## src/design/rap_pkg.sv

```systemverilog
package rap_pkg;

    // Field widths
    localparam int SAMPLE_W   = 16;
    localparam int AVG_W      = 16;
    localparam int PRESSURE_W = 32;
    localparam int WL_W       = 6;
    localparam int OFFSET_W   = 16;
    localparam int GAIN_W     = 32;
    localparam int FRAC_BITS  = 16;

    // Configuration channel
    localparam int CFG_IDX_W  = 2;
    localparam int CFG_DATA_W = 32;

    localparam logic [CFG_IDX_W-1:0] CFG_WINDOW_LENGTH = 2'd0;
    localparam logic [CFG_IDX_W-1:0] CFG_OFFSET_COUNTS = 2'd1;
    localparam logic [CFG_IDX_W-1:0] CFG_GAIN          = 2'd2;

    // Register reset values
    localparam logic [WL_W-1:0]     RST_WINDOW_LENGTH = 6'd8;
    localparam logic [OFFSET_W-1:0] RST_OFFSET_COUNTS = 16'd0;
    localparam logic [GAIN_W-1:0]   RST_GAIN          = 32'h0001_0000;

    // Parameter defaults
    localparam int DEF_MAX_WINDOW  = 32;
    localparam int DEF_SAMPLE_BITS = 16;

    typedef enum logic [2:0] {
        S_IDLE,
        S_UPDATE,
        S_DIV,
        S_MUL,
        S_OUT
    } t_state;

endpackage

```

## src/design/rap_if.sv

```systemverilog
interface rap_sample_if;
    import rap_pkg::*;

    logic                valid;
    logic                ready;
    logic [SAMPLE_W-1:0] sample;

    modport source (output valid, output sample, input ready);
    modport sink   (input valid, input sample, output ready);
endinterface

interface rap_result_if;
    import rap_pkg::*;

    logic                         valid;
    logic                         ready;
    logic signed [PRESSURE_W-1:0] pressure;
    logic [AVG_W-1:0]             average_counts;
    logic                         window_full;

    modport source (output valid, output pressure, output average_counts,
                    output window_full, input ready);
    modport sink   (input valid, input pressure, input average_counts,
                    input window_full, output ready);
endinterface

interface rap_cfg_if;
    import rap_pkg::*;

    logic                  valid;
    logic                  ready;
    logic [CFG_IDX_W-1:0]  index;
    logic [CFG_DATA_W-1:0] data;

    modport source (output valid, output index, output data, input ready);
    modport sink   (input valid, input index, input data, output ready);
endinterface

```

## src/design/rap_ram.sv

```systemverilog
module rap_ram #(
    parameter int WIDTH = 16,
    parameter int DEPTH = 32
) (
    input  logic                     i_clk,
    input  logic                     i_we,
    input  logic [$clog2(DEPTH)-1:0] i_waddr,
    input  logic [WIDTH-1:0]         i_wdata,
    input  logic [$clog2(DEPTH)-1:0] i_raddr,
    output logic [WIDTH-1:0]         o_rdata
);
    logic [WIDTH-1:0] r_mem [DEPTH];
    logic [WIDTH-1:0] r_rdata;

    always_ff @(posedge i_clk) begin
        if (i_we) begin
            r_mem[i_waddr] <= i_wdata;
        end
        r_rdata <= r_mem[i_raddr];
    end

    assign o_rdata = r_rdata;
endmodule

```

## src/design/rap_div.sv

```systemverilog
module rap_div #(
    parameter int DIVIDEND_W = 21,
    parameter int DIVISOR_W  = 6
) (
    input  logic                  i_clk,
    input  logic                  i_rst_n,
    input  logic                  i_start,
    input  logic [DIVIDEND_W-1:0] i_dividend,
    input  logic [DIVISOR_W-1:0]  i_divisor,
    output logic                  o_done,
    output logic [DIVIDEND_W-1:0] o_quotient
);
    localparam int CNT_W = $clog2(DIVIDEND_W + 1);

    logic                  r_busy;
    logic                  r_done;
    logic [CNT_W-1:0]      r_cnt;
    logic [DIVIDEND_W-1:0] r_quo;
    logic [DIVISOR_W-1:0]  r_rem;
    logic [DIVISOR_W-1:0]  r_div;

    logic [DIVISOR_W:0]    trial;
    logic [DIVISOR_W:0]    trial_sub;
    logic                  take;

    // One quotient bit per cycle, restoring
    always_comb begin
        trial     = {r_rem, r_quo[DIVIDEND_W-1]};
        trial_sub = trial - {1'b0, r_div};
        take      = (trial >= {1'b0, r_div});
    end

    always_ff @(posedge i_clk) begin
        if (!i_rst_n) begin
            r_busy <= 1'b0;
            r_done <= 1'b0;
            r_cnt  <= '0;
        end else begin
            r_done <= 1'b0;
            if (i_start) begin
                r_busy <= 1'b1;
                r_cnt  <= CNT_W'(DIVIDEND_W);
            end else if (r_busy) begin
                r_cnt <= r_cnt - CNT_W'(1);
                if (r_cnt == CNT_W'(1)) begin
                    r_busy <= 1'b0;
                    r_done <= 1'b1;
                end
            end
        end
    end

    always_ff @(posedge i_clk) begin
        if (i_start) begin
            r_quo <= i_dividend;
            r_rem <= '0;
            r_div <= i_divisor;
        end else if (r_busy) begin
            r_quo <= {r_quo[DIVIDEND_W-2:0], take};
            r_rem <= take ? trial_sub[DIVISOR_W-1:0] : trial[DIVISOR_W-1:0];
        end
    end

    assign o_done     = r_done;
    assign o_quotient = r_quo;
endmodule

```

## src/design/rolling_average_pressure_unit.sv

```systemverilog
// Rolling-average pressure scaler.
// Channels: i_in carries one raw ADC sample per request, o_out returns one
// result per sample (scaled pressure, windowed average in counts and a
// window-full flag), i_cfg writes the window length, zero offset and Q16.16
// gain by register index. i_cfg is always ready; write it only while idle.
// Samples sit in a ring memory with a running sum beside it. Each sample
// passes through these steps in order: read the oldest entry, update sum,
// ring and pointers, run the SUM_W-bit serial divider (SUM_W = SAMPLE_BITS +
// log2(MAX_WINDOW), 21 at the defaults), multiply, and load the output
// register. The bit-serial divide by the fill count takes the most time.
// One sample is in flight at a time; i_in is ready again once the result
// has moved into the output register, even if o_out has not yet taken it.
// A stalled o_out holds its result; a finished sample waits there until
// the register frees.
// Reset (i_rst_n low at a clock edge) empties the window and sets the window
// length to 8, offset to 0 and gain to 1.0. Writing the window length
// restarts warm-up; ring contents need no clearing.
module rolling_average_pressure_unit #(
    parameter int MAX_WINDOW  = rap_pkg::DEF_MAX_WINDOW,
    parameter int SAMPLE_BITS = rap_pkg::DEF_SAMPLE_BITS
) (
    input logic           i_clk,
    input logic           i_rst_n,
    rap_sample_if.sink    i_in,
    rap_result_if.source  o_out,
    rap_cfg_if.sink       i_cfg
);
    import rap_pkg::*;

    localparam int PTR_W  = $clog2(MAX_WINDOW);
    localparam int LEN_W  = $clog2(MAX_WINDOW + 1);
    localparam int SUM_W  = SAMPLE_BITS + $clog2(MAX_WINDOW);
    localparam int CMP_W  = (LEN_W > WL_W) ? LEN_W : WL_W;
    localparam int DIFF_W = OFFSET_W + 1;
    localparam int PROD_W = DIFF_W + GAIN_W;
    localparam int SH_W   = PROD_W - FRAC_BITS;

    // Configuration registers
    logic [WL_W-1:0]     r_window_length;
    logic [OFFSET_W-1:0] r_offset;
    logic [GAIN_W-1:0]   r_gain;

    // Window state
    t_state              r_state;
    t_state              n_state;
    logic [PTR_W-1:0]    r_wptr;
    logic [PTR_W-1:0]    n_wptr;
    logic [LEN_W-1:0]    r_fill;
    logic [LEN_W-1:0]    n_fill;
    logic [SUM_W-1:0]    r_sum;
    logic [SUM_W-1:0]    n_sum;
    logic                r_full;
    logic                n_full;

    // Datapath
    logic [SAMPLE_BITS-1:0]   r_sample;
    logic [AVG_W-1:0]         r_avg;
    logic signed [PROD_W-1:0] r_prod;

    // Output register
    logic                         r_out_valid;
    logic signed [PRESSURE_W-1:0] r_pressure;
    logic [AVG_W-1:0]             r_out_avg;
    logic                         r_out_full;

    logic [LEN_W-1:0]         eff_len;
    logic [CMP_W-1:0]         wl_ext;
    logic [LEN_W-1:0]         ptr_inc;
    logic                     was_full;
    logic [SAMPLE_BITS-1:0]   ring_rdata;
    logic                     ring_we;
    logic                     in_take;
    logic                     out_load;
    logic                     cfg_take;
    logic                     div_start;
    logic                     div_done;
    logic [SUM_W-1:0]         div_quo;
    logic signed [DIFF_W-1:0] diff;
    logic signed [SH_W-1:0]   shifted;
    logic signed [PRESSURE_W-1:0] sat_pressure;

    rap_ram #(
        .WIDTH (SAMPLE_BITS),
        .DEPTH (MAX_WINDOW)
    ) u_ring (
        .i_clk   (i_clk),
        .i_we    (ring_we),
        .i_waddr (r_wptr),
        .i_wdata (r_sample),
        .i_raddr (r_wptr),
        .o_rdata (ring_rdata)
    );

    rap_div #(
        .DIVIDEND_W (SUM_W),
        .DIVISOR_W  (LEN_W)
    ) u_div (
        .i_clk      (i_clk),
        .i_rst_n    (i_rst_n),
        .i_start    (div_start),
        .i_dividend (n_sum),
        .i_divisor  (n_fill),
        .o_done     (div_done),
        .o_quotient (div_quo)
    );

    // Clamp the window length to 1..MAX_WINDOW
    always_comb begin
        wl_ext = CMP_W'(r_window_length);
        if (r_window_length == '0) begin
            eff_len = LEN_W'(1);
        end else if (wl_ext > CMP_W'(MAX_WINDOW)) begin
            eff_len = LEN_W'(MAX_WINDOW);
        end else begin
            eff_len = LEN_W'(wl_ext);
        end
    end

    // Ring update: drop the oldest sample once full, add the new one
    always_comb begin
        was_full = (r_fill >= eff_len);
        ptr_inc  = LEN_W'(r_wptr) + LEN_W'(1);
        n_sum    = r_sum - (was_full ? SUM_W'(ring_rdata) : SUM_W'(0))
                   + SUM_W'(r_sample);
        n_fill   = was_full ? r_fill : r_fill + LEN_W'(1);
        n_full   = (n_fill >= eff_len);
        n_wptr   = (ptr_inc >= eff_len) ? '0 : PTR_W'(ptr_inc);
    end

    // Scale: floor shift of the product, saturate to 32 bits
    always_comb begin
        diff    = $signed({1'b0, r_avg}) - $signed({1'b0, r_offset});
        shifted = r_prod[PROD_W-1:FRAC_BITS];
        if ((&shifted[SH_W-1:PRESSURE_W-1]) || !(|shifted[SH_W-1:PRESSURE_W-1])) begin
            sat_pressure = shifted[PRESSURE_W-1:0];
        end else if (shifted[SH_W-1]) begin
            sat_pressure = {1'b1, {(PRESSURE_W-1){1'b0}}};
        end else begin
            sat_pressure = {1'b0, {(PRESSURE_W-1){1'b1}}};
        end
    end

    always_comb begin
        n_state   = r_state;
        in_take   = 1'b0;
        ring_we   = 1'b0;
        div_start = 1'b0;
        out_load  = 1'b0;
        unique case (r_state)
            S_IDLE: begin
                if (i_in.valid) begin
                    in_take = 1'b1;
                    n_state = S_UPDATE;
                end
            end
            S_UPDATE: begin
                ring_we   = 1'b1;
                div_start = 1'b1;
                n_state   = S_DIV;
            end
            S_DIV: begin
                if (div_done) begin
                    n_state = S_MUL;
                end
            end
            S_MUL: begin
                n_state = S_OUT;
            end
            S_OUT: begin
                if (!r_out_valid || o_out.ready) begin
                    out_load = 1'b1;
                    n_state  = S_IDLE;
                end
            end
            default: begin
                n_state = S_IDLE;
            end
        endcase
    end

    always_ff @(posedge i_clk) begin
        if (!i_rst_n) begin
            r_state <= S_IDLE;
        end else begin
            r_state <= n_state;
        end
    end

    assign cfg_take = i_cfg.valid && i_cfg.ready;

    always_ff @(posedge i_clk) begin
        if (!i_rst_n) begin
            r_window_length <= RST_WINDOW_LENGTH;
            r_offset        <= RST_OFFSET_COUNTS;
            r_gain          <= RST_GAIN;
            r_wptr          <= '0;
            r_fill          <= '0;
            r_sum           <= '0;
            r_out_valid     <= 1'b0;
        end else begin
            if (r_state == S_UPDATE) begin
                r_wptr <= n_wptr;
                r_fill <= n_fill;
                r_sum  <= n_sum;
            end
            if (out_load) begin
                r_out_valid <= 1'b1;
            end else if (o_out.ready) begin
                r_out_valid <= 1'b0;
            end
            if (cfg_take) begin
                unique case (i_cfg.index)
                    CFG_WINDOW_LENGTH: begin
                        r_window_length <= i_cfg.data[WL_W-1:0];
                        r_wptr          <= '0;
                        r_fill          <= '0;
                        r_sum           <= '0;
                    end
                    CFG_OFFSET_COUNTS: r_offset <= i_cfg.data[OFFSET_W-1:0];
                    CFG_GAIN:          r_gain   <= i_cfg.data[GAIN_W-1:0];
                    default: begin
                    end
                endcase
            end
        end
    end

    always_ff @(posedge i_clk) begin
        if (in_take) begin
            r_sample <= i_in.sample[SAMPLE_BITS-1:0];
        end
        if (r_state == S_UPDATE) begin
            r_full <= n_full;
        end
        if (r_state == S_DIV && div_done) begin
            r_avg <= AVG_W'(div_quo[SAMPLE_BITS-1:0]);
        end
        if (r_state == S_MUL) begin
            r_prod <= PROD_W'(diff) * PROD_W'($signed(r_gain));
        end
        if (out_load) begin
            r_pressure <= sat_pressure;
            r_out_avg  <= r_avg;
            r_out_full <= r_full;
        end
    end

    assign i_in.ready           = (r_state == S_IDLE);
    assign i_cfg.ready          = 1'b1;
    assign o_out.valid          = r_out_valid;
    assign o_out.pressure       = r_pressure;
    assign o_out.average_counts = r_out_avg;
    assign o_out.window_full    = r_out_full;

`ifndef SYNTH
    a_fill_in_window: assert property (@(posedge i_clk) disable iff (!i_rst_n)
        r_fill <= eff_len)
        else $error("fill count beyond window length");

    a_wptr_in_window: assert property (@(posedge i_clk) disable iff (!i_rst_n)
        LEN_W'(r_wptr) < eff_len)
        else $error("write pointer beyond window length");

    a_div_done_in_div: assert property (@(posedge i_clk) disable iff (!i_rst_n)
        div_done |-> r_state == S_DIV)
        else $error("divider finished outside divide state");

    a_load_gives_valid: assert property (@(posedge i_clk) disable iff (!i_rst_n)
        out_load |=> o_out.valid)
        else $error("result loaded but not presented");
`endif
endmodule
```

## src/flat_wrapper.sv

```systemverilog
// flat-port wrapper written by rule: the top's interface ports become plain ports
module rolling_average_pressure_unit_flat import rap_pkg::*;
#(
    parameter int MAX_WINDOW  = rap_pkg::DEF_MAX_WINDOW,
    parameter int SAMPLE_BITS = rap_pkg::DEF_SAMPLE_BITS
)
  (i_clk, i_rst_n, i_in_valid, i_in_sample, i_in_ready, o_out_valid, o_out_pressure, o_out_average_counts, o_out_window_full, o_out_ready, i_cfg_valid, i_cfg_index, i_cfg_data, i_cfg_ready);
  rap_sample_if i_in_i ();
  rap_result_if o_out_i ();
  rap_cfg_if i_cfg_i ();
  input logic i_clk;
  input logic i_rst_n;
  input wire logic [$bits(i_in_i.valid)-1:0] i_in_valid;
  input wire logic [$bits(i_in_i.sample)-1:0] i_in_sample;
  output wire logic [$bits(i_in_i.ready)-1:0] i_in_ready;
  output wire logic [$bits(o_out_i.valid)-1:0] o_out_valid;
  output wire logic [$bits(o_out_i.pressure)-1:0] o_out_pressure;
  output wire logic [$bits(o_out_i.average_counts)-1:0] o_out_average_counts;
  output wire logic [$bits(o_out_i.window_full)-1:0] o_out_window_full;
  input wire logic [$bits(o_out_i.ready)-1:0] o_out_ready;
  input wire logic [$bits(i_cfg_i.valid)-1:0] i_cfg_valid;
  input wire logic [$bits(i_cfg_i.index)-1:0] i_cfg_index;
  input wire logic [$bits(i_cfg_i.data)-1:0] i_cfg_data;
  output wire logic [$bits(i_cfg_i.ready)-1:0] i_cfg_ready;
  assign i_in_i.valid = i_in_valid;
  assign i_in_i.sample = i_in_sample;
  assign i_in_ready = i_in_i.ready;
  assign o_out_valid = o_out_i.valid;
  assign o_out_pressure = o_out_i.pressure;
  assign o_out_average_counts = o_out_i.average_counts;
  assign o_out_window_full = o_out_i.window_full;
  assign o_out_i.ready = o_out_ready;
  assign i_cfg_i.valid = i_cfg_valid;
  assign i_cfg_i.index = i_cfg_index;
  assign i_cfg_i.data = i_cfg_data;
  assign i_cfg_ready = i_cfg_i.ready;
  rolling_average_pressure_unit #(.MAX_WINDOW(MAX_WINDOW), .SAMPLE_BITS(SAMPLE_BITS)) u_core (.i_clk(i_clk), .i_rst_n(i_rst_n), .i_in(i_in_i), .o_out(o_out_i), .i_cfg(i_cfg_i));
endmodule
```

## config.mk

```make
export PLATFORM = sky130hd
export DESIGN_NAME = rolling_average_pressure_unit_flat
export DESIGN_NICKNAME = d
export VERILOG_FILES = /design/src/design/rap_pkg.sv /design/src/design/rap_if.sv /design/src/design/rap_ram.sv /design/src/design/rap_div.sv /design/src/design/rolling_average_pressure_unit.sv /design/src/flat_wrapper.sv
export SDC_FILE = /design/constraint.sdc
export NUM_CORES = 2
export LEC_CHECK = 0
export ABC_CLOCK_PERIOD_IN_PS = 22500
export BUFFER_PORTS_ARGS = -buffer_cell sky130_fd_sc_hd__buf_2
export CAP_MARGIN = 40
export CORE_ASPECT_RATIO = 0.6
export CORE_UTILIZATION = 35
export CTS_CLUSTER_DIAMETER = 30
export DETAILED_ROUTE_END_ITERATION = 12
export GPL_TIMING_DRIVEN = 0
export PLACE_DENSITY = 0.59
export RECOVER_POWER = 50
export SYNTH_ARGS = -nofsm -noshare
export SYNTH_HDL_FRONTEND = slang
export SYNTH_SLANG_ARGS = --single-unit
```

## constraint.sdc

```tcl
create_clock -name i_clk -period 22.5 [get_ports i_clk]
set_input_delay 3.375 -clock i_clk [delete_from_list [all_inputs] [get_ports i_clk]]
set_output_delay 3.375 -clock i_clk [all_outputs]
set_load 0.02 [all_outputs]
```

* Word-level counts from Yosys, hierarchy flattened
Memories as Yosys holds them, arrays and structs flattened. A register that Yosys moved wholly into a read port is not among the register bits.
Index checks and enable logic that the tools add are counted.
** Storage, ports and cells
- Flip-flop bits (word level) :: 261
- RAM bits :: 512
- Bits of input ports :: 55
- Memories :: 1
** Operators by class
- Add/subtract/negate cells :: 7
- Multipliers :: 1
- Magnitude comparators :: 5
- Equal/unequal tests :: 10
- Muxes and demuxes :: 38
- Bitwise gates (word level) :: 2
- Reduce and logical (&&, ||, !) cells :: 18
** Memory list
- u_core.u_ring.r_mem :: words 32, width 16, read ports 1, clocked after Yosys merged registers in 1, write ports 1, RTL line rap_ram.sv:12 : logic [WIDTH-1:0] r_mem [DEPTH];
** Operators by type and width (count)
- two-way mux 21 bit :: 5
- two-way mux 32 bit :: 2
- multiplier 17 x 32 -> 49 bit :: 1
- two-way mux 6 bit :: 7
- two-way mux 5 bit :: 6
- adder 21 x 16 -> 21 bit :: 1
- subtractor 21 bit :: 1
- >= comparator 6 bit :: 3
- subtractor 16 x 16 -> 17 bit :: 1
- two-way mux 16 bit :: 1
- case mux 3 bit (5 select lines) :: 1
- two-way mux 1 bit :: 13
- two-way mux 3 bit :: 3
- AND reduction 2 bit :: 4
- >= comparator 7 x 6 -> 1 bit :: 1
- adder 5 x 1 -> 6 bit, second input constant :: 1
- adder 6 x 1 -> 6 bit, second input constant :: 1
- equality test 3 x 2 -> 1 bit, second input constant :: 2
- greater-than comparator 6 bit, second input constant :: 1
- logical NOT 6 bit :: 1
- subtractor 6 bit :: 1
- equality test 5 x 1 -> 1 bit, second input constant :: 1
- subtractor 5 x 1 -> 5 bit, second input constant :: 1
- inequality test 2 bit, second input constant :: 2
- 15 further kinds :: 20

* Logic depth before layout (Yosys ltp)
- Depth in word-level cells :: 10
- Depth in mapped cells :: 35
- Gate-level depth less buffers :: 33

* By module
Synthesis repeated with hierarchy kept, for this count alone.
** Unflattened totals
- Cells, all modules :: 4307
- Area, all modules :: 50648.6 sq um
** Modules (own cells, without submodules)
- rolling_average_pressure_unit :: times used 1, cells each 3008, area each 28165.8 sq um, seq. area each 5255.0 sq um
- rap_ram :: times used 1, cells each 1143, area each 20534.7 sq um, seq. area each 15695.1 sq um
- rap_div :: times used 1, cells each 156, area each 1948.1 sq um, seq. area each 1071.0 sq um

* Worst setup path before layout
Ideal clock, no wire load.
- Kind :: flip-flop to flip-flop
- Start point :: register u_core.r_avg[0]
- End point :: register u_core.r_prod[43] (data pin)
- Library setup time :: 0.269 ns
- Arrival time :: 7.372 ns
- Data required time :: 22.231 ns
- Slack :: 14.860 ns
- Stages on the path, launching flop included :: 30
- Cell sequence :: edfxtp_1 > inv_1 > ha_1 > fa_1 > nand2b_1 > a21boi_1 > o21ai_1 > a211oi_2 > o21ai_0 > xnor2_1 > clkbuf_1 > nand2_1 > fa_1 > inv_1 > fa_1 > inv_1 > fa_1 > inv_1 > fa_1 > fa_1 > fa_1 > ha_1 > and4_1 > a221oi_2 > a21oi_2 > o41ai_4 > o21ai_2 > a211oi_2 > o31ai_1 > xor2_1
** On the way
- Word-level cells in the longest chain between the ends :: 2
** RTL lines
- from (decl) :: RTL line rolling_average_pressure_unit.sv:57 : logic [AVG_W-1:0] r_avg;
- from (signal assigned) :: RTL line rolling_average_pressure_unit.sv:236 : r_avg <= AVG_W'(div_quo[SAMPLE_BITS-1:0]);
- subtractor 16 x 16 -> 17 bit :: RTL line rolling_average_pressure_unit.sv:132 : diff = $signed({1'b0, r_avg}) - $signed({1'b0, r_offset});
- multiplier 17 x 32 -> 49 bit :: RTL line rolling_average_pressure_unit.sv:239 : r_prod <= PROD_W'(diff) * PROD_W'($signed(r_gain));
- to (signal assigned) :: RTL line rolling_average_pressure_unit.sv:239
- to (decl) :: RTL line rolling_average_pressure_unit.sv:58 : logic signed [PROD_W-1:0] r_prod;
Every way passes these cells.
A chain may end at the register's enable or synchronous reset.

* Worst setup path in the final report
- Start point :: register u_core.r_avg[0]
- End point :: register u_core.r_prod[38] (data pin)
The elaborated chain is that of the path after synthesis.

==> summary.md <==
| Metric | Value |
|---|---|
| Hold-fix buffers, CTS | 0 |
| Post-synthesis sequential area ratio | 44.1% |
| Skew-Pair Late Insertion Delay | 0.78 ns |
| Setup Crit Path Kind | flop to flop |
| Yosys warns | 0 |
| PwrDens | 77.8 nW/µm² |
| DP Area | 54100 µm² |
| Pleak | 23.4 nW |
| Switching share of power | 31.4% |
| Synth-to-layout area growth | 15.5% |
| Cells after synthesis | 4078 |
| Final instance area | 57700 µm² |
| Starting density of the core | 35.5% |
| Crit-path slowest cell | clkbuf_1 |
| Post-synth EDFFs | 654 |
| Met2 Resource Use GR | 25.2% |
| Vias in the first global route | 32100 |
| First-pass GRT wire length | 212000 µm |
| Post-synth top flop | edfxtp_1 |
| RSZ-0062 raised after global routing | false |
| Crit path DAT | 10.60 ns |
| Worst R2R End | u_core.r_prod[38] |
| Worst-case reg-to-reg path depth | 33 |
| Switching power | 1.41 mW |
| IO Port Bufs | 104 |
| Synth Register Bits | 773 |
| # fillers | 13100 |
| Met3 GRT Util | 7.43% |
| Via-per-instance ratio | 5.04 |
| Max Cap Violations | 0 |
| Die Width | 490 µm |
| Row count | 106 |
| Gr ovfl total | 0 |
| Post-DRT Antenna Nets | 0 |
| Setup TNS | 0 ns |
| Post-synthesis net count | 4853 |
| Clock skew | 0.130 ns |
| CTS root buffer | clkbuf_16 |
| Postcts setup bufs | 0 |
| Num CTS Buffers | 113 |
| Hold Path Depth | 0 |
| Wire per inst | 22.2 µm |
| Largest net degree at the start of global routing | 35 |
| Total GRT Usage | 20.1% |
| CTS tree | done |
| Comb pwr share | 22.9% |
| Achievable Freq | 98.5 MHz |
| Max_slew headroom | 9.06% |
| Clk pwr share | 40.2% |
| # nets final | 5152 |
| R2R setup slack | 12.35 ns |
| Starting DRT DRC Count | 3285 |
| Mean Syn Cell Area | 12.2 µm² |
| CTS sink cnt | 773 |
| Final Max Tran Viols | 0 |
| Vias | 32100 |
| DP Wirelength | 112000 µm |
| Critical Path RT | 22.95 ns |
| # H-tree levels | 3 |
| CP most frequent cell | fa_1 |
| Critical path startpoint category | flop |
| Commonest non-fill, non-tap cell in the layout | inv_1 |
| CORE AREA | 140000 µm² |
| Max incr delay on CP | 0.76 ns |
| Initial antenna violation count | 7 |
| HP Class | flop to flop |
| Busiest grt layer | met1 |
| Reg2reg start | u_core.r_avg[0] |
| Synth area leaders | edfxtp_1, fa_1, mux4_2 |
| CP Max Fanout | 10 |
| Layout cells sized above 1 | 12.6% |
| Met1 GRT Util | 32.0% |
| Hold wc startpoint | u_core.u_div.o_quotient[12] |
| Period minus WS final | 10.15 ns |
| Drt total wl | 141000 µm |
| Power Internal | 3.08 mW |
| Yosys top cell area share | 39.3% |
| Routability cong. | 0.971 |
| Io pins | 107 |
| Hold EP | u_core.r_avg[12] |
| Peak supply drop | 0.0737 mV |
| Commonest non-fill, non-tap cells in the layout | inv_1, edfxtp_1, nand2_1 |
| Register share of total power | 36.8% |
| Die ar. | 144000 µm² |
| Synth cell types | 71 |
| Outcome | finished clean |
| Final setup violation count | 0 |
| Final Hold Vio Count | 0 |
| Dominant cell type by area after synthesis | edfxtp_1 |
| CTS Buffer Depth | 3 |
| Final worst path period share | 45.1% |
| Worst slew pin tran | 1.36 ns |
| Die Height | 295 µm |
| Cell Area, Synth | 49900 µm² |
| Kind of end point of the critical path | flop |
| Ys async rst share | 0% |
| Clock transition at path regs | 0.06 ns |
| Pre-Repair DR Iteration Count | 6 |
| CTS resizes | 0 |
| Drt drc | 0 |
worst max-delay path, delay by kind of cell, from the launching register on:
| family | cells | cell delay, ns |
|---|---|---|
| fa+ha+maj | 9 | 3.88 |
| simple gates | 7 | 1.75 |
| compound gates | 8 | 1.64 |
| buf+inv | 7 | 1.57 |
| xor+xnor | 2 | 0.65 |
| flops | 1 | 0.36 |
per-stage QoR:
step	hold slack (ns)	power [mW]	setup WS [ns]	util, %	std cells
final	0.452	4.49	12.35	41.1	6368
after global routing	0.470	4.71	11.99	41.1	6367
after CTS	0.452	4.52	12.57	41.3	6362
after detailed placement	0.437	2.71	12.62	38.5	6147
after global placement	0.437	2.68	12.03	37.6	6072
after floorplan	0.400	2.41	14.86	-	4078
cell usage after synthesis (8+ instances only):
cell      instances
a211oi_1         11
a21boi_0         52
a21o_1           55
a21oi_1          83
a22oi_1          67
a31oi_1           8
and2_1          119
and3_1            9
buf_1             9
buf_2            22
clkbuf_1        168
dfxtp_1         119
edfxtp_1        654
fa_1            538
ha_1            182
inv_1           705
mux2i_1           9
mux4_2          128
nand2_1         563
nand2b_1         22
nand3_1          21
nand4_1          28
nor2_1          128
nor2b_1          97
nor3_1           21
nor3b_1           8
o211ai_1          8
o21a_1           10
o21ai_0          38
or2_2            11
or3_1            12
xnor2_1          60
xor2_1           23
metal layers:
layer | wire (µm) | part of all wire [%] | up-vias
met5 | 7 | 0.0050 | -
met4 | 2690 | 1.9 | 2
li1 | - | - | 14100
met2 | 52200 | 37 | 1445
met3 | 17900 | 13 | 162
met1 | 68500 | 48 | 16400
power groups by stage:
stage | Sequential (mW) | Combinational [mW] | Clock, mW
global placement | 1.70 | 0.978 | 0
floorplan | 1.68 | 0.732 | 0
global route | 1.66 | 1.16 | 1.89
detailed placement | 1.68 | 1.02 | 0
finish | 1.65 | 1.03 | 1.81
CTS | 1.65 | 1.03 | 1.83
worst max path at each step:
stage | endpoint | slack, ns | from
2_1_floorplan | u_core.r_prod[43] | 14.86 | u_core.r_avg[0]
3_3_place_gp | u_core.r_prod[38] | 12.03 | u_core.r_avg[1]
3_5_place_dp | u_core.r_prod[43] | 12.62 | u_core.r_avg[1]
4_1_cts | u_core.r_prod[43] | 12.57 | u_core.r_avg[1]
5_1_grt | u_core.r_prod[38] | 11.99 | u_core.r_avg[0]
6_report | u_core.r_prod[38] | 12.35 | u_core.r_avg[0]
cell type report:
| class | count | area (µm²) | area share [%] |
|---|---|---|---|
| clock buffers | 130 | 2960 | 5.14 |
| plain buffers | 203 | 798 | 1.38 |
| well taps | 1890 | 2360 | 4.10 |
| diodes | 1 | 2.50 | 0.00434 |
| repair buffers | 184 | 1330 | 2.30 |
| multi-input cells | 2397 | 24500 | 42.5 |
| flip-flops and latches | 773 | 22000 | 38.2 |
| inverters | 705 | 2650 | 4.59 |
| clock inverters | 85 | 1030 | 1.79 |
sequential cells by signal, indices dropped and copies added, names as in the netlist, 5 cells and up:
| register | flops |
|---|---|
| u_core.o_out.average_counts | 16 |
| u_core.o_out.pressure | 32 |
| u_core.r_avg | 16 |
| u_core.r_fill | 6 |
| u_core.r_gain | 32 |
| u_core.r_offset | 16 |
| u_core.r_prod | 33 |
| u_core.r_sample | 16 |
| u_core.r_sum | 21 |
| u_core.r_window_length | 6 |
| u_core.r_wptr | 5 |
| u_core.u_div.o_quotient | 21 |
| u_core.u_div.r_cnt | 5 |
| u_core.u_div.r_div | 6 |
| u_core.u_div.r_rem | 6 |
| u_core.u_ring.o_rdata | 16 |
| u_core.u_ring.r_mem | 512 |
cell families (layout without fill, tap and decap cells):
family / after synthesis / count (layout) / share of synthesized area [%]
other cells: 1 / 2 / 0.00751
flops: 773 / 773 / 44.1
compound gates: 385 / 385 / 5.38
xor+xnor: 86 / 86 / 1.55
mux: 138 / 138 / 5.98
fa+ha+maj: 720 / 720 / 26.1
buf+inv: 908 / 1307 / 6.90
simple gates: 1067 / 1067 / 9.93
Power figures use the tool's default switching activity.
